`config.mk`:
```
export PLATFORM = sky130hd
export DESIGN_NAME = c_token_lexer_unit_flat
export DESIGN_NICKNAME = d
export VERILOG_FILES = /design/src/hw/rtl/clx_pkg.sv /design/src/hw/rtl/clx_if.sv /design/src/hw/rtl/clx_front.sv /design/src/hw/rtl/clx_queue.sv /design/src/hw/rtl/clx_back.sv /design/src/hw/rtl/c_token_lexer_unit.sv /design/src/flat_wrapper.sv
export SDC_FILE = /design/constraint.sdc
export NUM_CORES = 1
export LEC_CHECK = 0
export BUFFER_PORTS_ARGS = -buffer_cell sky130_fd_sc_hd__buf_2
export CAP_MARGIN = 20
export CELL_PAD_IN_SITES_DETAIL_PLACEMENT = 0
export CELL_PAD_IN_SITES_GLOBAL_PLACEMENT = 1
export CORE_MARGIN = 8
export CORE_UTILIZATION = 38
export DETAILED_ROUTE_END_ITERATION = 8
export GPL_ROUTABILITY_DRIVEN = 0
export GPL_TIMING_DRIVEN = 1
export PLACE_DENSITY = 0.7
export REMOVE_ABC_BUFFERS = 1
export SKIP_LAST_GASP = 1
export SLEW_MARGIN = 20
export SYNTH_ARGS = -nofsm -noshare
export SYNTH_HDL_FRONTEND = slang
export SYNTH_SLANG_ARGS = --single-unit
```
`constraint.sdc`:
```
create_clock -name i_clk -period 4.5 [get_ports i_clk]
set_input_delay 0.675 -clock i_clk [delete_from_list [all_inputs] [get_ports i_clk]]
set_output_delay 0.675 -clock i_clk [all_outputs]
set_load 0.02 [all_outputs]
```
`src/hw/rtl/clx_pkg.sv`:
```
// Package with the token codes, lexer modes and queue record types of the C token lexer.
`timescale 1ns / 1ps
`default_nettype none

package clx_pkg;

    // Token kind codes.
    localparam logic [4:0] K_UNKNOWN = 5'd0;
    localparam logic [4:0] K_IDENT   = 5'd1;
    localparam logic [4:0] K_STRING  = 5'd2;
    localparam logic [4:0] K_CHAR    = 5'd3;
    localparam logic [4:0] K_DIVIDE  = 5'd4;
    localparam logic [4:0] K_LINE    = 5'd5;
    localparam logic [4:0] K_BLOCK   = 5'd6;
    localparam logic [4:0] K_HASH    = 5'd7;
    localparam logic [4:0] K_LPAREN  = 5'd8;
    localparam logic [4:0] K_RPAREN  = 5'd9;
    localparam logic [4:0] K_LBRACE  = 5'd10;
    localparam logic [4:0] K_RBRACE  = 5'd11;
    localparam logic [4:0] K_LBRACK  = 5'd12;
    localparam logic [4:0] K_RBRACK  = 5'd13;
    localparam logic [4:0] K_SEMI    = 5'd14;
    localparam logic [4:0] K_COLON   = 5'd15;
    localparam logic [4:0] K_QUEST   = 5'd16;
    localparam logic [4:0] K_COMMA   = 5'd17;
    localparam logic [4:0] K_PERCENT = 5'd18;
    localparam logic [4:0] K_ASSIGN  = 5'd19;
    localparam logic [4:0] K_STAR    = 5'd20;
    localparam logic [4:0] K_LESS    = 5'd21;
    localparam logic [4:0] K_GREATER = 5'd22;
    localparam logic [4:0] K_CARET   = 5'd23;
    localparam logic [4:0] K_END     = 5'd24;

    // Source bytes with a special role.
    localparam logic [7:0] B_END     = 8'h00;
    localparam logic [7:0] B_NEWLINE = 8'h0A;
    localparam logic [7:0] B_DQUOTE  = 8'h22;
    localparam logic [7:0] B_HASH    = 8'h23;
    localparam logic [7:0] B_SQUOTE  = 8'h27;
    localparam logic [7:0] B_STAR    = 8'h2A;
    localparam logic [7:0] B_SLASH   = 8'h2F;
    localparam logic [7:0] B_CARET   = 8'h5E;
    localparam logic [7:0] B_UNDER   = 8'h5F;

    // Queue between the lexer front and the token back end.
    localparam int QUEUE_DEPTH = 4;
    localparam int QPTR_BITS   = $clog2(QUEUE_DEPTH);

    // Lexer modes, one-hot.
    typedef enum logic [7:0] {
        M_IDLE   = 8'b0000_0001,
        M_IDENT  = 8'b0000_0010,
        M_STRING = 8'b0000_0100,
        M_CHAR   = 8'b0000_1000,
        M_SLASH  = 8'b0001_0000,
        M_LINE   = 8'b0010_0000,
        M_BLOCK  = 8'b0100_0000,
        M_BSTAR  = 8'b1000_0000
    } t_mode;

    // One token as it leaves the block, offset and length already clamped.
    typedef struct packed {
        logic [4:0]  kind;
        logic [15:0] offset;
        logic [15:0] length;
    } t_token;

    // Everything one source byte produces: one or two tokens.
    typedef struct packed {
        logic   has_two;
        t_token first;
        t_token second;
    } t_step;

    // Queue status seen by both sides.
    typedef struct packed {
        logic full;
        logic empty;
    } t_queue_status;

    function automatic logic is_alpha(logic [7:0] b);
        return b inside {[8'h61:8'h7A], [8'h41:8'h5A]};
    endfunction

    function automatic logic is_ident(logic [7:0] b);
        return is_alpha(b) || (b inside {[8'h30:8'h39], B_UNDER});
    endfunction

    function automatic logic is_space(logic [7:0] b);
        return b inside {8'h20, 8'h09, 8'h0A, 8'h0B, 8'h0C, 8'h0D};
    endfunction

    // Kind of a byte that forms a token on its own.
    function automatic logic [4:0] single_kind(logic [7:0] b);
        logic [4:0] k;
        case (b)
            B_HASH:  k = K_HASH;
            8'h28:   k = K_LPAREN;
            8'h29:   k = K_RPAREN;
            8'h7B:   k = K_LBRACE;
            8'h7D:   k = K_RBRACE;
            8'h5B:   k = K_LBRACK;
            8'h5D:   k = K_RBRACK;
            8'h3B:   k = K_SEMI;
            8'h3A:   k = K_COLON;
            8'h3F:   k = K_QUEST;
            8'h2C:   k = K_COMMA;
            8'h25:   k = K_PERCENT;
            8'h3D:   k = K_ASSIGN;
            B_STAR:  k = K_STAR;
            8'h3C:   k = K_LESS;
            8'h3E:   k = K_GREATER;
            B_CARET: k = K_CARET;
            default: k = K_UNKNOWN;
        endcase
        return k;
    endfunction

endpackage

`default_nettype wire

```
`src/hw/rtl/clx_if.sv`:
```
// Valid/ready channel interfaces for source bytes and tokens.
`timescale 1ns / 1ps
`default_nettype none

interface clx_byte_if;
    logic       valid;
    logic       ready;
    logic [7:0] byte_in;

    modport source (output valid, output byte_in, input ready);
    modport sink   (input valid, input byte_in, output ready);
endinterface

interface clx_token_if;
    logic        valid;
    logic        ready;
    logic [4:0]  token_kind;
    logic [15:0] token_offset;
    logic [15:0] token_length;
    logic        last_of_item;

    modport source (output valid, output token_kind, output token_offset,
                    output token_length, output last_of_item, input ready);
    modport sink   (input valid, input token_kind, input token_offset,
                    input token_length, input last_of_item, output ready);
endinterface

`default_nettype wire

```
`src/hw/rtl/clx_front.sv`:
```
// Lexer front end: takes one source byte per cycle while the queue is not full and forms the tokens it closes.
`timescale 1ns / 1ps
`default_nettype none

module clx_front #(
    parameter int OFFSET_BITS = 16
) (
    input  wire logic                   i_clk,
    input  wire logic                   i_rst_n,
    clx_byte_if.sink                    i_in,
    input  wire clx_pkg::t_queue_status i_status,
    output logic                        o_push,
    output clx_pkg::t_step              o_step
);

    localparam int W = OFFSET_BITS;

    clx_pkg::t_mode r_mode, n_mode;
    logic [W-1:0]   r_start, n_start;
    logic [W-1:0]   r_run, n_run;
    logic [W-1:0]   r_pos, n_pos;

    logic           accept;
    logic [7:0]     b;
    logic [W-1:0]   run_inc;
    logic           open_v, fresh, fresh_v, end_hit;
    clx_pkg::t_token open_tok, fresh_tok;
    logic [4:0]     str_kind;
    logic [7:0]     str_quote;

    function automatic logic [W-1:0] sat_inc(logic [W-1:0] v);
        return (v != {W{1'b1}}) ? v + W'(1) : v;
    endfunction

    // Reported fields stop at 65535 whatever the counter width.
    function automatic logic [15:0] clamp(logic [W-1:0] v);
        logic [W+15:0] ext;
        ext = {16'b0, v};
        return (ext > (W+16)'(65535)) ? 16'hFFFF : ext[15:0];
    endfunction

    function automatic clx_pkg::t_token mk_tok(logic [4:0] kind, logic [W-1:0] off,
                                               logic [W-1:0] len);
        clx_pkg::t_token t;
        t.kind   = kind;
        t.offset = clamp(off);
        t.length = clamp(len);
        return t;
    endfunction

    assign i_in.ready = !i_status.full;
    assign accept     = i_in.valid && !i_status.full;
    assign b          = i_in.byte_in;
    assign run_inc    = sat_inc(r_run);
    assign str_kind   = (r_mode == clx_pkg::M_STRING) ? clx_pkg::K_STRING : clx_pkg::K_CHAR;
    assign str_quote  = (r_mode == clx_pkg::M_STRING) ? clx_pkg::B_DQUOTE : clx_pkg::B_SQUOTE;

    // Mode update: close the open token, then lex the byte afresh where needed.
    always_comb begin
        n_mode    = r_mode;
        n_start   = r_start;
        n_run     = r_run;
        n_pos     = r_pos;
        open_v    = 1'b0;
        open_tok  = '0;
        fresh     = 1'b0;
        fresh_v   = 1'b0;
        fresh_tok = '0;
        end_hit   = 1'b0;

        case (r_mode)
            clx_pkg::M_IDENT: begin
                if (b != clx_pkg::B_END && clx_pkg::is_ident(b)) begin
                    n_run = run_inc;
                end else begin
                    open_v   = 1'b1;
                    open_tok = mk_tok(clx_pkg::K_IDENT, r_start, r_run);
                    n_mode   = clx_pkg::M_IDLE;
                    fresh    = 1'b1;
                end
            end
            clx_pkg::M_STRING, clx_pkg::M_CHAR: begin
                if (b == clx_pkg::B_END) begin
                    open_v   = 1'b1;
                    open_tok = mk_tok(str_kind, r_start, r_run);
                    n_mode   = clx_pkg::M_IDLE;
                    fresh    = 1'b1;
                end else begin
                    n_run = run_inc;
                    if (b == str_quote) begin
                        open_v   = 1'b1;
                        open_tok = mk_tok(str_kind, r_start, run_inc);
                        n_mode   = clx_pkg::M_IDLE;
                    end
                end
            end
            clx_pkg::M_SLASH: begin
                if (b == clx_pkg::B_SLASH) begin
                    n_mode = clx_pkg::M_LINE;
                    n_run  = run_inc;
                end else if (b == clx_pkg::B_STAR) begin
                    n_mode = clx_pkg::M_BLOCK;
                    n_run  = run_inc;
                end else begin
                    open_v   = 1'b1;
                    open_tok = mk_tok(clx_pkg::K_DIVIDE, r_start, r_run);
                    n_mode   = clx_pkg::M_IDLE;
                    fresh    = 1'b1;
                end
            end
            clx_pkg::M_LINE: begin
                if (b == clx_pkg::B_END) begin
                    open_v   = 1'b1;
                    open_tok = mk_tok(clx_pkg::K_LINE, r_start, r_run);
                    n_mode   = clx_pkg::M_IDLE;
                    fresh    = 1'b1;
                end else begin
                    n_run = run_inc;
                    if (b == clx_pkg::B_NEWLINE) begin
                        open_v   = 1'b1;
                        open_tok = mk_tok(clx_pkg::K_LINE, r_start, run_inc);
                        n_mode   = clx_pkg::M_IDLE;
                    end
                end
            end
            clx_pkg::M_BLOCK, clx_pkg::M_BSTAR: begin
                if (b == clx_pkg::B_END) begin
                    open_v   = 1'b1;
                    open_tok = mk_tok(clx_pkg::K_BLOCK, r_start, r_run);
                    n_mode   = clx_pkg::M_IDLE;
                    fresh    = 1'b1;
                end else begin
                    n_run = run_inc;
                    if (r_mode == clx_pkg::M_BSTAR && b == clx_pkg::B_SLASH) begin
                        open_v   = 1'b1;
                        open_tok = mk_tok(clx_pkg::K_BLOCK, r_start, run_inc);
                        n_mode   = clx_pkg::M_IDLE;
                    end else begin
                        n_mode = (b == clx_pkg::B_STAR) ? clx_pkg::M_BSTAR : clx_pkg::M_BLOCK;
                    end
                end
            end
            default: begin
                fresh = 1'b1;
            end
        endcase

        // Lex the byte from the idle mode.
        if (fresh) begin
            if (b == clx_pkg::B_END) begin
                fresh_v   = 1'b1;
                fresh_tok = mk_tok(clx_pkg::K_END, r_pos, '0);
                end_hit   = 1'b1;
                n_mode    = clx_pkg::M_IDLE;
                n_start   = '0;
                n_run     = '0;
            end else if (!clx_pkg::is_space(b)) begin
                n_start = r_pos;
                n_run   = W'(1);
                if (clx_pkg::is_alpha(b) || b == clx_pkg::B_UNDER) begin
                    n_mode = clx_pkg::M_IDENT;
                end else if (b == clx_pkg::B_DQUOTE) begin
                    n_mode = clx_pkg::M_STRING;
                end else if (b == clx_pkg::B_SQUOTE) begin
                    n_mode = clx_pkg::M_CHAR;
                end else if (b == clx_pkg::B_SLASH) begin
                    n_mode = clx_pkg::M_SLASH;
                end else begin
                    fresh_v   = 1'b1;
                    fresh_tok = mk_tok(clx_pkg::single_kind(b), r_pos, W'(1));
                end
            end
        end

        // The end marker restarts the stream at offset zero.
        n_pos = end_hit ? '0 : sat_inc(r_pos);
    end

    // Pack the tokens of this byte in emission order.
    always_comb begin
        if (open_v) begin
            o_step.has_two = fresh_v;
            o_step.first   = open_tok;
            o_step.second  = fresh_tok;
        end else begin
            o_step.has_two = 1'b0;
            o_step.first   = fresh_tok;
            o_step.second  = '0;
        end
    end

    assign o_push = accept && (open_v || fresh_v);

    // Lexer state registers.
    always_ff @(posedge i_clk) begin
        if (!i_rst_n) begin
            r_mode  <= clx_pkg::M_IDLE;
            r_start <= '0;
            r_run   <= '0;
            r_pos   <= '0;
        end else if (accept) begin
            r_mode  <= n_mode;
            r_start <= n_start;
            r_run   <= n_run;
            r_pos   <= n_pos;
        end
    end

endmodule

`default_nettype wire

```
`src/hw/rtl/clx_queue.sv`:
```
// Short queue of per-byte token records between the lexer front and back.
`timescale 1ns / 1ps
`default_nettype none

module clx_queue (
    input  wire logic                   i_clk,
    input  wire logic                   i_rst_n,
    input  wire logic                   i_push,
    input  wire clx_pkg::t_step         i_step,
    input  wire logic                   i_pop,
    output clx_pkg::t_step              o_head,
    output clx_pkg::t_queue_status      o_status
);

    // Unit steps at the pointer and count widths.
    localparam logic [clx_pkg::QPTR_BITS-1:0] PTR_ONE =
        {{(clx_pkg::QPTR_BITS-1){1'b0}}, 1'b1};
    localparam logic [clx_pkg::QPTR_BITS:0]   CNT_ONE =
        {{clx_pkg::QPTR_BITS{1'b0}}, 1'b1};

    clx_pkg::t_step                 r_mem [clx_pkg::QUEUE_DEPTH];
    logic [clx_pkg::QPTR_BITS-1:0]  r_wr_ptr;
    logic [clx_pkg::QPTR_BITS-1:0]  r_rd_ptr;
    logic [clx_pkg::QPTR_BITS:0]    r_count;
    logic                           do_pop;

    assign o_status.full  = (r_count == (clx_pkg::QPTR_BITS+1)'(clx_pkg::QUEUE_DEPTH));
    assign o_status.empty = (r_count == '0);
    assign o_head         = r_mem[r_rd_ptr];
    assign do_pop         = i_pop && !o_status.empty;

    // Record storage; the front never pushes when full.
    always_ff @(posedge i_clk) begin
        if (i_push) begin
            r_mem[r_wr_ptr] <= i_step;
        end
    end

    // Pointers and fill count.
    always_ff @(posedge i_clk) begin
        if (!i_rst_n) begin
            r_wr_ptr <= '0;
            r_rd_ptr <= '0;
            r_count  <= '0;
        end else begin
            if (i_push) begin
                r_wr_ptr <= r_wr_ptr + PTR_ONE;
            end
            if (do_pop) begin
                r_rd_ptr <= r_rd_ptr + PTR_ONE;
            end
            case ({i_push, do_pop})
                2'b10:   r_count <= r_count + CNT_ONE;
                2'b01:   r_count <= r_count - CNT_ONE;
                default: r_count <= r_count;
            endcase
        end
    end

endmodule

`default_nettype wire

```
`src/hw/rtl/clx_back.sv`:
```
// Token back end: sends the one or two tokens of each queued record as separate words.
`timescale 1ns / 1ps
`default_nettype none

module clx_back (
    input  wire logic                   i_clk,
    input  wire logic                   i_rst_n,
    input  wire clx_pkg::t_step         i_head,
    input  wire clx_pkg::t_queue_status i_status,
    output logic                        o_pop,
    clx_token_if.source                 o_out
);

    // Set while the second token of the head record is on the port.
    logic            r_phase;
    logic            take;
    clx_pkg::t_token cur;

    assign cur                = r_phase ? i_head.second : i_head.first;
    assign o_out.valid        = !i_status.empty;
    assign o_out.token_kind   = cur.kind;
    assign o_out.token_offset = cur.offset;
    assign o_out.token_length = cur.length;
    assign o_out.last_of_item = !i_head.has_two || r_phase;

    assign take  = o_out.valid && o_out.ready;
    assign o_pop = take && (!i_head.has_two || r_phase);

    // Step through the tokens of the head record.
    always_ff @(posedge i_clk) begin
        if (!i_rst_n) begin
            r_phase <= 1'b0;
        end else if (take) begin
            r_phase <= i_head.has_two && !r_phase;
        end
    end

endmodule

`default_nettype wire

```
`src/hw/rtl/c_token_lexer_unit.sv`:
```
// Top level of the C token lexer: byte front end, record queue and token back end.
// Path: a token closed by a byte is written to the queue when the byte is taken, then sent from the queue head.
// Throughput: one byte per cycle while the queue is not full; a byte that yields two tokens
// is sent as two output words, and the four-record queue absorbs those while the front keeps taking bytes.
// Reset: synchronous, active low; clears the lexer mode, counters and queue pointers.
// The end-of-stream byte returns the lexer to its reset state by itself.
`timescale 1ns / 1ps
`default_nettype none

module c_token_lexer_unit #(
    parameter int OFFSET_BITS = 16
) (
    input  wire logic   i_clk,
    input  wire logic   i_rst_n,
    clx_byte_if.sink    i_in,
    clx_token_if.source o_out
);

    clx_pkg::t_step         w_push_step;
    clx_pkg::t_step         w_head;
    clx_pkg::t_queue_status w_status;
    logic                   w_push;
    logic                   w_pop;

    // Byte classification and token forming.
    clx_front #(
        .OFFSET_BITS(OFFSET_BITS)
    ) u_front (
        .i_clk    (i_clk),
        .i_rst_n  (i_rst_n),
        .i_in     (i_in),
        .i_status (w_status),
        .o_push   (w_push),
        .o_step   (w_push_step)
    );

    // Decoupling queue.
    clx_queue u_queue (
        .i_clk    (i_clk),
        .i_rst_n  (i_rst_n),
        .i_push   (w_push),
        .i_step   (w_push_step),
        .i_pop    (w_pop),
        .o_head   (w_head),
        .o_status (w_status)
    );

    // Token output.
    clx_back u_back (
        .i_clk    (i_clk),
        .i_rst_n  (i_rst_n),
        .i_head   (w_head),
        .i_status (w_status),
        .o_pop    (w_pop),
        .o_out    (o_out)
    );

endmodule

`default_nettype wire
```
`src/flat_wrapper.sv`:
```
// flat-port wrapper written by rule: the top's interface ports become plain ports
module c_token_lexer_unit_flat 
#(
    parameter int OFFSET_BITS = 16
)
  (i_clk, i_rst_n, i_in_valid, i_in_byte_in, i_in_ready, o_out_valid, o_out_token_kind, o_out_token_offset, o_out_token_length, o_out_last_of_item, o_out_ready);
  clx_byte_if i_in_i ();
  clx_token_if o_out_i ();
  input  wire logic i_clk;
  input  wire logic i_rst_n;
  input wire logic [$bits(i_in_i.valid)-1:0] i_in_valid;
  input wire logic [$bits(i_in_i.byte_in)-1:0] i_in_byte_in;
  output wire logic [$bits(i_in_i.ready)-1:0] i_in_ready;
  output wire logic [$bits(o_out_i.valid)-1:0] o_out_valid;
  output wire logic [$bits(o_out_i.token_kind)-1:0] o_out_token_kind;
  output wire logic [$bits(o_out_i.token_offset)-1:0] o_out_token_offset;
  output wire logic [$bits(o_out_i.token_length)-1:0] o_out_token_length;
  output wire logic [$bits(o_out_i.last_of_item)-1:0] o_out_last_of_item;
  input wire logic [$bits(o_out_i.ready)-1:0] o_out_ready;
  assign i_in_i.valid = i_in_valid;
  assign i_in_i.byte_in = i_in_byte_in;
  assign i_in_ready = i_in_i.ready;
  assign o_out_valid = o_out_i.valid;
  assign o_out_token_kind = o_out_i.token_kind;
  assign o_out_token_offset = o_out_i.token_offset;
  assign o_out_token_length = o_out_i.token_length;
  assign o_out_last_of_item = o_out_i.last_of_item;
  assign o_out_i.ready = o_out_ready;
  c_token_lexer_unit #(.OFFSET_BITS(OFFSET_BITS)) u_core (.i_clk(i_clk), .i_rst_n(i_rst_n), .i_in(i_in_i), .o_out(o_out_i));
endmodule
```
# Word-level counts from Yosys, hierarchy flattened

Memory sizes are Yosys's and may differ from the RTL's. A register that Yosys moved wholly into a read port is not among the register bits.
Index checks and enable logic that the tools add are counted.
Widths: inputs -> output; s select.

Order comparisons: 6
Bitwise gates (word level): 0
$add $sub $neg: 6
Divide/modulo/power cells: 0
Eq/ne operators: 41
Multiplexer cells: 78
Multipliers: 0
Shifts and indexed selects: 0
Reductions and logical operators: 32

Operators with widths:

| cell                  | count |
|---|---|
| $mux 37               | 8 |
| $mux 35               | 6 |
| $mux 16               | 12 |
| $pmux 35 s5           | 1 |
| $eq 8x6->1 const B    | 17 |
| $mux 8                | 15 |
| $pmux 5 s17           | 1 |
| $mux 75               | 1 |
| $mux 34               | 2 |
| $eq 8x7->1 const B    | 7 |
| $eq 8x4->1 const B    | 6 |
| $pmux 16 s3           | 1 |
| $pmux 8 s5            | 1 |
| $mux 33               | 1 |
| $add 16x1->16 const B | 2 |
| $ne 16x16->1 const B  | 2 |
| $mux 1                | 21 |
| $ge 8x7->1 const B    | 2 |
| $le 8x7->1 const B    | 2 |
| $mux 7                | 2 |
| $logic_and 1x1->1     | 11 |
| $eq 8x2->1 const B    | 1 |
| $eq 8x3->1 const B    | 1 |
| $eq 8x5->1 const B    | 1 |
| other kinds (27)      | 39 |

Bits in latches: 0
Word-level logic and storage cells: 172
RAM bits: 300
Output and inout bits: 40
Memories kept: 1
Register bits: 64
Input port bits: 12
Bits in read-only memories: 0

Memories:

| name                 | depth | width | read ports | clocked after memory_dff | wr ports | RTL line        | RTL |
|---|---|---|---|---|---|---|---|
| u_core.u_queue.r_mem | 4     | 75    | 1          | 1                        | 1        | clx_queue.sv:21 | `clx_pkg::t_step r_mem [clx_pkg::QUEUE_DEPTH];` |

# Logic depth before layout (Yosys ltp)

Depth in word-level cells: 14
Depth in mapped cells: 15
Mapped depth without buffers: 13

# Hierarchy

From an unflattened synthesis, not the netlist that was laid out.

Cells, all modules: 1229
Area, all modules: 16903.7 µm²

Modules (own cells, without submodules):

| module    | instances | cells an instance | sequential area each (µm²) | area each (µm²) |
|---|---|---|---|---|
| clx_queue | 1         | 440               | 9188.8                     | 11287.1 |
| clx_front | 1         | 740               | 1121.1                     | 4952.2 |
| clx_back  | 1         | 49                | 20.0                       | 664.4 |

# Worst setup path before layout

No wires, ideal clock.

Path kind: input port to flip-flop
Start: in i_in_byte_in[0]
End: mem u_core.u_queue.r_mem[2][0] (netlist bit), enable pin
Data arrival time: 3.767 ns
Cell stages on the path: 8
Path buffers: 1
Setup slack: 0.309 ns
Setup time: 0.424 ns
Data required time: 4.076 ns
Cell sequence: buf_6 or4_4 o21ai_2 o21ai_2 o211ai_4 nor2_1 a21oi_2 and2_1

Word-level cells in the longest chain between the ends: 12
Elaborated cells on any way between the ends: 53
Classes of those cells: order compare (6); eq/ne (12); mux (21); reduce/logical (14)

Ends and longest elaborated chain:

| item                                            | RTL line                          | RTL |
|---|---|---|
| start: declaration                              | flat_wrapper.sv:12                | `input wire logic [$bits(i_in_i.byte_in)-1:0] i_in_byte_in;` |
| $ge 8x7->1, or another cell as far along        | clx_pkg.sv:82                     | `return b inside {[8'h61:8'h7A], [8'h41:8'h5A]};` |
| $logic_and 1x1->1, or another cell as far along | clx_pkg.sv:82                     |  |
| $reduce_bool 2->1, or another cell as far along | clx_pkg.sv:82                     |  |
| $logic_or 1x1->1, or another cell as far along  | clx_pkg.sv:86                     | `return is_alpha(b) \|\| (b inside {[8'h30:8'h39], B_UNDER});` |
| $logic_and 1x1->1 or $mux 1 (tied branches)     | clx_front.sv:73, clx_front.sv:160 |  |
| $mux 1 (on tied branches)                       | clx_front.sv:73, clx_front.sv:157 |  |
| $pmux 1 s3 or $mux 1 (tied branches)            | clx_front.sv:71, clx_front.sv:150 |  |
| $mux 1                                          | clx_front.sv:149                  | `if (fresh) begin` |
| $logic_or 1x1->1 (*)                            | clx_front.sv:192                  | `assign o_push = accept && (open_v \|\| fresh_v);` |
| $logic_and 1x1->1 (*)                           | clx_front.sv:192                  |  |
| $mux 1 (*)                                      | clx_queue.sv:34                   | `if (i_push) begin` |
| $mux 1 (implied by the code) (*)                | clx_queue.sv:35                   | `r_mem[r_wr_ptr] <= i_step;` |
| end: declaration                                | clx_queue.sv:21                   |  |

Every way passes the cells marked *; elsewhere a longest branch is shown, timed or not.

# Worst setup path after layout

Start: reg u_core.u_front.r_mode[2]
End: reg u_core.u_queue.r_count[2] (netlist bit)

Word-level cells in the longest chain between the ends: 10
Elaborated cells on any way between the ends: 26
Classes of those cells: eq/ne (10); mux (9); reduce/logical (7)

Ends and longest elaborated chain:

| item                                            | RTL line                         | RTL |
|---|---|---|
| start: declaration                              | clx_front.sv:18                  | `clx_pkg::t_mode r_mode, n_mode;` |
| start signal: assignment                        | clx_front.sv:197                 | `r_mode <= clx_pkg::M_IDLE;` |
| start signal: assignment                        | clx_front.sv:202                 | `r_mode <= n_mode;` |
| $eq 8x3->1                                      | clx_front.sv:56, clx_front.sv:71 |  |
| $mux 3                                          | clx_front.sv:56                  | `assign str_quote = (r_mode == clx_pkg::M_STRING) ? clx_pkg::B_DQUOTE : clx_pkg::B_SQUOTE;` |
| $eq 8x6->1                                      | clx_front.sv:90                  | `if (b == str_quote) begin` |
| $mux 1                                          | clx_front.sv:90                  |  |
| $mux 1                                          | clx_front.sv:83                  | `if (b == clx_pkg::B_END) begin` |
| $pmux 1 s5                                      | clx_front.sv:71                  | `case (r_mode)` |
| $logic_or 1x1->1 (*)                            | clx_front.sv:192                 |  |
| $logic_and 1x1->1 (*)                           | clx_front.sv:192                 |  |
| $eq 2x1->1 or $eq 2x2->1 (tied branches)        | clx_queue.sv:52                  | `case ({i_push, do_pop})` |
| $pmux 3 s2 or $reduce_bool 2->1 (tied branches) | n/a                              |  |
| end signal: assignment                          | clx_queue.sv:53                  | `2'b10: r_count <= r_count + CNT_ONE;` |
| end signal: assignment                          | clx_queue.sv:54                  | `2'b01: r_count <= r_count - CNT_ONE;` |
| end signal: assignment                          | clx_queue.sv:55                  | `default: r_count <= r_count;` |
| end: declaration                                | clx_queue.sv:24                  | `logic [clx_pkg::QPTR_BITS:0] r_count;` |

Marked as above.
A chain may end at the register's enable or synchronous reset.

==> metrics <==
synthesized instance count=about 1100; Tcrit/Tclk final=83.5%; vias in the first global route=a little over 9000; Die Span X=roughly 210 µm; R2R Path End=u_core.u_queue.r_count[2]; P&R area growth vs syn=12.6%; PD cells=454 nW/µm²; Rows=70; RSZ-0062 raised after global routing=no; DR top layer=met4; final hold violations=0; Die ar.=43300 µm²; ANT cells=0; total iterations of the first detailed-routing run=5; clock insertion delay at the later pin of the skew report=~560 ps; worst setup path start=u_core.u_front.r_mode[2]; Critical Path End Type=flop; DRT met1 WL=~16000 µm; NumNets Final=approximately 1100; CTS buffer count=30; global-route usage over all layers=15.2%; Routed met2 length=between 15000 and 20000 µm; syn_area_per_cell=approximately 13 µm²; Sink Count=between 300 and 400; Post-Syn Area=between 10000 and 15000 µm²; Yosys reg bits=around 300; hold-critical path endpoint=u_core.u_back.r_phase; post-synthesis cell type count=84; routed wire length=approximately 34000 µm; final setup fails=0; Max IR drop VDD=0.000360 V; Critical Path RT=4980 ps; Slew @ Worst Pin=approximately 1000 ps; sequential group share of total power=45.8%; post-synthesis sequential area ratio=60.8%; Die H=roughly 210 µm; DRT antenna net count=0; CTS H-tree depth=1; Leak=5.28 nW; max_cap viols=0; Crit path arrival time=~4200 ps; initial antenna violation count=1; vias per std cell=5.72; Reg2Reg Setup Slack=740 ps; switching power total=roughly 0.002 W; Int Pwr=about 0.0052 W; Final min period=3760 ps; pre-CTS setup slack=approximately 630 ps; Slew HR=32.7%; Yosys warning total=0; largest net degree at the start of global routing=about 60; clock power share=roughly a third; Post-synth EDFFs=240; Clk pin slew, worst setup/hold paths=60 ps; Setup Buffers After CTS=0; total number of vias=between 9000 and 10000; WS Path Type=reg2reg; met3 wire length=1620 µm; Remaining DRCs=0; crit path launch type=flop; Critical Path Fanout Max=7; Fin Clk Skew=19.9 ps; max-slew violations=0; Gate power share=approximately 20%; status=finished clean; Worst Hold Path Cells=3; first-pass GRT wire length=between 50000 and 60000 µm; hold-fix buffers at CTS=0; I/O pin count=52; 1st-iter DRT viols=approximately 690; maximum clock path buffer count=3; core area=roughly 37000 µm²; HP Class=in2reg; sw frac=27.6%; PortBufs=51; layout cells sized above 1=19.2%; Final WS setup=741 ps; Hold WS=413 ps; CTS root buf=clkbuf_16; FF-to-FF Start=u_core.u_front.r_mode[2]; fmax=approximately 270 MHz; hpwl dp=between 20000 and 25000 µm; asr flop ratio synth=0%; Min-Delay Startpoint=o_out_ready; FILL cells=between 3000 and 4000; starting density of the core=38.4%; top_reg_cell synth=edfxtp_1; CTS tree=built; gr ovfl total=0; average wire per standard cell=~21 µm; PostCTS Resize Cnt=0; worst-case reg-to-reg path depth=13
[cell type report]
type / count / area (µm²) / area share (%)
clock buffers: 38 / 801 / 5.07
clock inverters: 18 / 184 / 1.16
flip-flops and latches: 306 / 8530 / 54.0
repair buffers: 76 / 518 / 3.28
inverters: 21 / 78.8 / 0.499
well taps: 468 / 586 / 3.71
multi-input cells: 678 / 5100 / 32.3
[critical path, cell delays in order (launching register included)]
cell and delay, ps:
dfxtp_1 480, nor4b_1 550, a21boi_0 180, o211ai_1 320, o21ai_0 220, nor2_1 430, a21oi_2 200, inv_1 90
ha_1 180, inv_1 60, fa_1 370, xor2_1 150, or3_1 310, a21oi_1 130
[power groups by stage]
stage	logic [W]	clock network, W	registers, W
floorplan	0.000898	0	0.00339
global placement	0.00142	0	0.00334
detailed placement	0.00143	0	0.00335
CTS	0.00143	0.00252	0.00329
global route	0.00153	0.00263	0.00330
finish	0.00140	0.00249	0.00328
[cells in the final DEF (no fill, tap or decap), drive strengths merged, types with 35 or more instances in the layout]
| master | n |
|---|---|
| edfxtp | 240 |
| nand2 | 138 |
| buf | 76 |
| dfxtp | 66 |
| mux4 | 60 |
| nor2 | 59 |
| o21ai | 43 |
| and2 | 41 |
| clkbuf | 38 |
| a21oi | 35 |
[worst max path at each step]
stage          slack, ps                        end
2_1_floorplan       -280  u_core.u_queue.r_count[2]
3_3_place_gp         650  u_core.u_queue.r_count[2]
3_5_place_dp         630  u_core.u_queue.r_count[2]
4_1_cts              830  u_core.u_queue.r_count[2]
5_1_grt              350  u_core.u_queue.r_count[2]
6_report             740  u_core.u_queue.r_count[2]
[sequential cells by signal, summed over array words and instances (netlist names), named ones only]
signal / count
u_core.u_back.r_phase: 1
u_core.u_front.r_run: 16
u_core.u_front.r_mode: 8
u_core.u_front.r_start: 16
u_core.u_queue.r_mem: 240
u_core.u_queue.r_rd_ptr: 2
u_core.u_front.r_pos: 16
u_core.u_queue.r_wr_ptr: 2
u_core.u_queue.r_count: 3
[per-layer routing]
layer  vias up  global-route usage [%]
met4         0                    4.21
met2       287                    24.2
met3        45                    1.97
met1      4632                    21.6
li1       4220                       -
met5         -                       0
[cell usage after synthesis (5+ instances only)]
cell type | n | area share, %
and2_1 | 40 | 1.8
a32oi_1 | 5 | 0.31
nor4_1 | 8 | 0.36
o21ai_1 | 6 | 0.21
dfxtp_1 | 66 | 9.4
edfxtp_1 | 240 | 51
a31oi_1 | 17 | 0.76
nand4_1 | 10 | 0.45
a21oi_1 | 34 | 1.2
buf_1 | 7 | 0.19
a21boi_0 | 11 | 0.59
and3_1 | 9 | 0.40
nor2b_1 | 5 | 0.22
nand3_1 | 34 | 1.2
or3_1 | 7 | 0.31
xnor2_1 | 5 | 0.31
buf_6 | 6 | 0.48
xor2_1 | 8 | 0.50
o21ai_0 | 33 | 1.2
nand3b_1 | 5 | 0.27
clkbuf_1 | 34 | 0.91
a22o_1 | 33 | 2.1
a21o_1 | 12 | 0.64
nand2_1 | 138 | 3.7
mux4_2 | 60 | 9.6
buf_4 | 6 | 0.32
nor2_1 | 56 | 1.5
inv_1 | 20 | 0.53
buf_2 | 13 | 0.46
o211ai_1 | 8 | 0.43
ha_1 | 7 | 0.62
nand2b_1 | 6 | 0.27
nor3_1 | 26 | 0.93
a41oi_1 | 5 | 0.31
[stage by stage]
| step | instance area (µm²) | instances | power, W | util [%] | TNS (ps) |
|---|---|---|---|---|---|
| final | 15800 | 1605 | 0.00717 | 43.3 | 0 |
| after global placement | 14800 | 1549 | 0.00476 | 40.6 | 0 |
| after detailed placement | 14800 | 1549 | 0.00478 | 40.6 | 0 |
| after CTS | 15800 | 1605 | 0.00724 | 43.3 | 0 |
| after global routing | 15800 | 1605 | 0.00746 | 43.3 | 0 |
| after floorplan | 13700 | 1005 | 0.00429 | - | -329 |
[cells by family (layout without fill, tap and decap cells)]
| kind of cell | count (synthesis) | in the layout | synth area share, % |
|---|---|---|---|
| buffers and inverters | 87 | 153 | 2.92 |
| AOI/OAI and AO/OA | 214 | 214 | 11.0 |
| xor gates and xnor gates | 13 | 13 | 0.811 |
| DFF | 306 | 306 | 60.8 |
| muxes | 64 | 64 | 9.92 |
| and+or+nand+nor | 379 | 379 | 13.8 |
| adders and majority gates | 8 | 8 | 0.767 |
Power figures use the tool's default switching activity.
